<file path="src/rgba_pixel_store_bilinear_sampler_macros.svh">
// Assertion macros shared by the sampler RTL
`ifndef RGBA_PIXEL_STORE_BILINEAR_SAMPLER_MACROS_SVH
`define RGBA_PIXEL_STORE_BILINEAR_SAMPLER_MACROS_SVH
`ifndef SYNTH
// same-cycle implication, disabled during reset
`define RGBS_ASSERT_IMP(lbl, clk, rst_n, ante, cons, msg) \
	lbl: assert property (@(posedge clk) disable iff (!rst_n) (ante) |-> (cons)) else $error(msg);
// next-cycle implication, disabled during reset
`define RGBS_ASSERT_NXT(lbl, clk, rst_n, ante, cons, msg) \
	lbl: assert property (@(posedge clk) disable iff (!rst_n) (ante) |=> (cons)) else $error(msg);
`else
`define RGBS_ASSERT_IMP(lbl, clk, rst_n, ante, cons, msg)
`define RGBS_ASSERT_NXT(lbl, clk, rst_n, ante, cons, msg)
`endif
`endif

</file>
<file path="src/rgbs_pkg.sv">
// Types, constants and helpers for the RGBA pixel store and bilinear sampler
`default_nettype none
package rgbs_pkg;

	localparam int MAX_COLS  = 256;
	localparam int MAX_ROWS  = 256;
	localparam int FRAC_BITS = 8;

	localparam int CFG_W      = 8;
	localparam int COORD_IN_W = 12;
	localparam int IN_FRAC_W  = 8;
	localparam int PIX_W      = 8;
	localparam int WORD_W     = 32;
	localparam int CH_N       = 4;

	localparam int STORE_DEPTH = MAX_COLS * MAX_ROWS;
	localparam int ADDR_W      = $clog2(STORE_DEPTH);
	localparam int ROW_W       = 2 * CFG_W + 1;
	localparam int IDX_W       = (ROW_W + 1 > ADDR_W + 1) ? ROW_W + 1 : ADDR_W + 1;

	// blend widths: lane input, weight, lane output
	localparam int LW    = PIX_W + FRAC_BITS;
	localparam int WT_W  = FRAC_BITS + 1;
	localparam int LO_W  = LW + FRAC_BITS;
	localparam logic [WT_W-1:0] ONE = {1'b1, {FRAC_BITS{1'b0}}};

	// request codes
	localparam logic [1:0] REQ_WRITE  = 2'd0;
	localparam logic [1:0] REQ_READ   = 2'd1;
	localparam logic [1:0] REQ_SAMPLE = 2'd2;

	// byte order codes
	localparam logic ORDER_BGRA = 1'b0;
	localparam logic ORDER_RGBA = 1'b1;

	// configuration register indexes
	localparam int CFG_IDX_W = 1;
	localparam logic [CFG_IDX_W-1:0] CFG_LAST_COLUMN = 1'b0;
	localparam logic [CFG_IDX_W-1:0] CFG_LAST_ROW    = 1'b1;

	// lane positions
	localparam int CH_RED   = 0;
	localparam int CH_GREEN = 1;
	localparam int CH_BLUE  = 2;
	localparam int CH_ALPHA = 3;

	typedef struct packed {
		logic [1:0]                   req_type;
		logic signed [COORD_IN_W-1:0] x_int;
		logic signed [COORD_IN_W-1:0] y_int;
		logic [IN_FRAC_W-1:0]         x_frac;
		logic [IN_FRAC_W-1:0]         y_frac;
		logic                         struct_order;
		logic [PIX_W-1:0]             in_red;
		logic [PIX_W-1:0]             in_green;
		logic [PIX_W-1:0]             in_blue;
		logic [PIX_W-1:0]             in_alpha;
	} req_t;

	typedef struct packed {
		logic [PIX_W-1:0] out_red;
		logic [PIX_W-1:0] out_green;
		logic [PIX_W-1:0] out_blue;
		logic [PIX_W-1:0] out_alpha;
		logic             write_done;
	} rsp_t;

	typedef logic [LW-1:0]   lane_t;
	typedef lane_t [CH_N-1:0] lanes_t;
	typedef logic [LO_W-1:0] wlane_t;
	typedef wlane_t [CH_N-1:0] wlanes_t;

	// 1/256 fraction rescaled to FRAC_BITS
	function automatic logic [FRAC_BITS-1:0] scale_frac(input logic [IN_FRAC_W-1:0] f);
		logic [FRAC_BITS+IN_FRAC_W-1:0] t;
		t = {f, {FRAC_BITS{1'b0}}};
		return t[IN_FRAC_W +: FRAC_BITS];
	endfunction

endpackage
`default_nettype wire

</file>
<file path="src/rgbs_lerp.sv">
// Four-lane linear blend a*(ONE-f) + b*f, shared by all blend passes
`default_nettype none
module rgbs_lerp import rgbs_pkg::*; (
	input  wire lanes_t                 a,
	input  wire lanes_t                 b,
	input  wire logic [FRAC_BITS-1:0]   f,
	output wlanes_t                     y
);

	logic [WT_W-1:0] wt_hi;
	logic [WT_W-1:0] wt_lo;

	assign wt_hi = {1'b0, f};
	assign wt_lo = ONE - wt_hi;

	for (genvar i = 0; i < CH_N; i++) begin : g_lane
		logic [LO_W:0] pa;
		logic [LO_W:0] pb;
		logic [LO_W:0] sum;
		assign pa  = (LO_W+1)'(a[i]) * (LO_W+1)'(wt_lo);
		assign pb  = (LO_W+1)'(b[i]) * (LO_W+1)'(wt_hi);
		assign sum = pa + pb;
		assign y[i] = sum[LO_W-1:0];
	end

endmodule
`default_nettype wire

</file>
<file path="config.mk">
export PLATFORM = sky130hd
export DESIGN_NAME = rgbs_lerp
export DESIGN_NICKNAME = d
export VERILOG_FILES = /design/src/rgba_pixel_store_bilinear_sampler_macros.svh /design/src/rgbs_pkg.sv /design/src/rgbs_lerp.sv
export SDC_FILE = /design/constraint.sdc
export NUM_CORES = 2
export LEC_CHECK = 0
export BUFFER_PORTS_ARGS = -buffer_cell sky130_fd_sc_hd__buf_4
export CORE_MARGIN = 2
export CORE_UTILIZATION = 45
export DETAILED_ROUTE_END_ITERATION = 8
export GPL_TIMING_DRIVEN = 0
export SYNTH_ARGS = -nofsm -noshare
export SYNTH_HDL_FRONTEND = slang
export SYNTH_SLANG_ARGS = --single-unit
</file>
<file path="constraint.sdc">
create_clock -name vclk -period 10.5
set_clock_uncertainty 0.2 [all_clocks]
set_input_delay 1.575 -clock vclk [all_inputs]
set_output_delay 1.575 -clock vclk [all_outputs]
set_load 0.05 [all_outputs]
</file>
==> report_table.html <==
<table>
<tr><th>Metric</th><th>Value</th></tr>
<tr><th colspan="2">Global route</th></tr>
<tr><td>Wire length of the first global-routing pass</td><td>between 150000 and 200000 um</td></tr>
<tr><td>Met2 capacity usage during global routing</td><td>47.7%</td></tr>
<tr><td>Maximum number of pins on one net before global-route repair</td><td>12</td></tr>
<tr><td>Total congestion overflow after global routing</td><td>0</td></tr>
<tr><td>Most congested layer reported by global routing</td><td>met2</td></tr>
<tr><td>GRT met1 Usage</td><td>approximately a third</td></tr>
<tr><td>Via count of the first global-routing pass</td><td>28000</td></tr>
<tr><td>Aggregate global-route resource usage</td><td>a little over a quarter</td></tr>
<tr><td>Met3 track demand over resource in global routing</td><td>around 4.6%</td></tr>
<tr><td>Number of antenna violations at the first check in global routing</td><td>24</td></tr>
<tr><th colspan="2">Detailed routing</th></tr>
<tr><td>DR vias</td><td>around 27000</td></tr>
<tr><td>DRC violation count after routing</td><td>0</td></tr>
<tr><td>DRT antenna net count</td><td>0</td></tr>
<tr><td>Router iterations before antenna repair</td><td>6</td></tr>
<tr><td>Number of DRC markers in iteration 0</td><td>approximately 1600</td></tr>
<tr><td>Routed len/inst</td><td>between 15 and 20 um</td></tr>
<tr><td>Overall routed net length</td><td>about 100000 um</td></tr>
<tr><td>Vias per std cell</td><td>~5.1</td></tr>
<tr><th colspan="2">Setup path</th></tr>
<tr><td>WP depth</td><td>24</td></tr>
<tr><td>Cell family with the largest share of critical-path delay</td><td>adder cells</td></tr>
<tr><td>Most prevalent standard cell on the critical path</td><td>sky130_fd_sc_hd__fa_1</td></tr>
<tr><td>Worst-path cell with the longest stage delay</td><td>sky130_fd_sc_hd__clkbuf_1</td></tr>
<tr><td>CP cell instances</td><td>buf_4 -&gt; clkbuf_1 -&gt; clkbuf_1 -&gt; and2_1 -&gt; fa_1 -&gt; inv_1 -&gt; fa_1 -&gt; inv_1 -&gt; fa_1 -&gt; fa_1 -&gt; fa_1 -&gt; inv_1 -&gt; fa_1 -&gt; inv_1 -&gt; ha_1 -&gt; o21a_1 -&gt; o21a_1 -&gt; a21oi_2 -&gt; o211ai_1 -&gt; and2_1 -&gt; a211o_1 -&gt; a21oi_1 -&gt; xnor2_1 -&gt; buf_4</td></tr>
<tr><td>Critical Path Fanout Max</td><td>11</td></tr>
<tr><td>Worst EP required</td><td>around 8.7 ns</td></tr>
<tr><td>Type of element capturing the critical path</td><td>primary output</td></tr>
<tr><td>Worst setup path startpoint</td><td>f[3]</td></tr>
<tr><td>Critical Path Start Type</td><td>input port</td></tr>
<tr><td>Largest incremental delay on the critical path</td><td>between 0.7 and 0.8 ns</td></tr>
<tr><td>Worst setup endpoint</td><td>y[44]</td></tr>
<tr><td>Critical path buffers and inverters</td><td>8</td></tr>
<tr><td>Crit path kind</td><td>in -&gt; out</td></tr>
<tr><td>Arrival time worst endpoint</td><td>8.53 ns</td></tr>
<tr><th colspan="2">Timing</th></tr>
<tr><td>Final Worst Setup Slack</td><td>a little under 0.2 ns</td></tr>
<tr><td>Highest achievable clock rate</td><td>between 90 and 100 MHz</td></tr>
<tr><td>Relative slew slack</td><td>about 15%</td></tr>
<tr><td>Final critical path time including I/O delays and setup</td><td>~10 ns</td></tr>
<tr><td>Final Hold Slack</td><td>around 3.5 ns</td></tr>
<tr><td>Final Max Tran Viols</td><td>0</td></tr>
<tr><td>Worst slew pin tran</td><td>approximately 1.3 ns</td></tr>
<tr><td>Period utilisation layout</td><td>between 90% and 100%</td></tr>
<tr><td>Unrepaired setup endpoints after global routing</td><td>true</td></tr>
<tr><td>Count of final hold-check violations</td><td>0</td></tr>
<tr><td>Final setup violation count</td><td>0</td></tr>
<tr><th colspan="2">Die</th></tr>
<tr><td>Number of cell rows</td><td>between 100 and 150</td></tr>
<tr><td>Number of ports placed on the die boundary</td><td>232</td></tr>
<tr><td>Standard cell core area</td><td>approximately 0.076 mm^2</td></tr>
<tr><td>Die area</td><td>0.0794 mm^2</td></tr>
<tr><td>Horizontal die dimension</td><td>282 um</td></tr>
<tr><td>Effective utilization at floorplan</td><td>between 40% and 50%</td></tr>
<tr><td>Chip height</td><td>between 200 and 300 um</td></tr>
<tr><th colspan="2">Cells and area</th></tr>
<tr><td>Layout cell share with drive strength beyond 1</td><td>approximately 6.8%</td></tr>
<tr><td>Sequential cell count of the final layout</td><td>0</td></tr>
<tr><td>Layout-stage area growth over the synthesis result</td><td>9.28%</td></tr>
<tr><td>Final Non-Filler Cells</td><td>5251</td></tr>
<tr><td>FF/Latch Area</td><td>0 um^2</td></tr>
<tr><td>Number of clock buffers in the layout</td><td>0</td></tr>
<tr><td>Net count of the finished layout</td><td>around 5500</td></tr>
<tr><th colspan="2">Logic synthesis</th></tr>
<tr><td>Unique cell type count in the Yosys netlist</td><td>62</td></tr>
<tr><td>Warning count from the yosys run</td><td>0</td></tr>
<tr><td>Nets in the synthesized netlist</td><td>~5300</td></tr>
<tr><td>Post-synthesis cell count</td><td>roughly 4000</td></tr>
<tr><td>Mean cell area of the mapped netlist</td><td>about 8.6 um^2</td></tr>
<tr><td>Post-synth design cell area</td><td>around 0.035 mm^2</td></tr>
<tr><td>Share of the yosys chip area belonging to registers</td><td>0%</td></tr>
<tr><th colspan="2">Worst hold path</th></tr>
<tr><td>Worst Hold Class</td><td>in -&gt; out</td></tr>
<tr><th colspan="2">Placed design</th></tr>
<tr><td>Port Buffers</td><td>175</td></tr>
<tr><td>Post-placement setup slack</td><td>-1.06 ns</td></tr>
<tr><td>Routability congestion estimate from global placement</td><td>0.917</td></tr>
<tr><td>Total placed cells including tap cells</td><td>about 5200</td></tr>
<tr><td>Half-perimeter wire length of the detailed placement result</td><td>just under 90000 um</td></tr>
<tr><th colspan="2">Flow run</th></tr>
<tr><td>Count of maximum capacitance violations</td><td>0</td></tr>
<tr><th colspan="2">Status</th></tr>
<tr><td>Status</td><td>finished, final reports clean</td></tr>
</table>
how the worst min path moves through the flow:
| stage | cells after the start | slack (ns) | end | startpoint |
|---|---|---|---|---|
| 6_report | 4 | 3.52 | y[72] | b[48] |
| 5_1_grt | 4 | 3.57 | y[72] | b[48] |
| 4_1_cts | 4 | 3.53 | y[72] | b[48] |
| 3_5_place_dp | 4 | 3.53 | y[72] | b[48] |
| 3_3_place_gp | 4 | 3.53 | y[72] | b[48] |
| 2_1_floorplan | 2 | 3.43 | y[24] | a[16] |
Yosys cell counts (all sizes together), types with 9 or more instances:
master	number	share of area [%]
ha	305	11
nand2	576	6.2
fa	884	51
inv	1132	12
buf	56	0.61
xnor2	69	1.7
nand3	9	0.13
and2	541	9.7
nand2b	9	0.16
nor2	40	0.43
nor3	15	0.23
a211oi	9	0.22
clkbuf	114	1.2
a21o	21	0.46
o21ai	44	0.63
a21oi	57	0.85
xor2	32	0.81
placed cells by master (no fill, tap or decap), drive strengths merged, types with 12 or more instances in the layout:
cell type / instances
nand2: 576
a21oi: 57
and2: 541
inv: 1132
clkbuf: 97
o21ai: 44
xor2: 32
a21o: 21
ha: 305
diode: 12
xnor2: 69
buf: 264
nor2: 40
fa: 884
nor3: 15
cell families (layout without fill, tap and decap cells):
kind of cell,Yosys count,after routing,share of synthesized area (%)
XOR/XNOR,101,101,2.55
buffers and inverters,1302,1493,14.1
adder cells (fa/ha/maj),1189,1189,61.9
other,0,12,0
multiplexers,1,1,0.0288
AO/OA/AOI/OAI,194,194,3.72
AND/OR/NAND/NOR,1231,1231,17.7
repair_timing:
| item | CTS | global route |
|---|---|---|
| pin swaps | 3 | 11 |
| hold buffers | 0 | 0 |
| buffers inserted | 5 | 10 |
| setup endpoints to repair | 57 | 25 |
| gates resized for setup | 52 | 96 |
worst min-delay path, delay by kind of cell:
kind | cells | cell delay, ns
fa+ha+maj | 1 | 0.13
buf+inv | 2 | 0.31
simple gates | 1 | 0.13
cell type report:
cell class / instances / area, um^2
diodes: 12 / 30.0
plain buffers: 167 / 795
fillers: 7543 / 38200
inverters: 1132 / 4250
multi-input cells: 2716 / 30100
well taps: 1030 / 1290
repair buffers: 194 / 1520
metal layers:
| metal | share of wire [%] | wire, um |
|---|---|---|
| met3 | 8.8 | 9070 |
| met2 | 51 | 52100 |
| met5 | 0.11 | 115 |
| met4 | 2.3 | 2410 |
| met1 | 38 | 39400 |
metrics by stage:
stage | utilization, % | instance area, um^2 | TNS (ns)
3_3_place_gp | 49.0 | 37300 | -64.60
5_1_grt | 49.8 | 37900 | -0.107
6_report | 49.8 | 38000 | 0
2_1_floorplan | - | 34700 | 0
3_5_place_dp | 49.1 | 37400 | -30.64
4_1_cts | 49.4 | 37600 | -0.0226
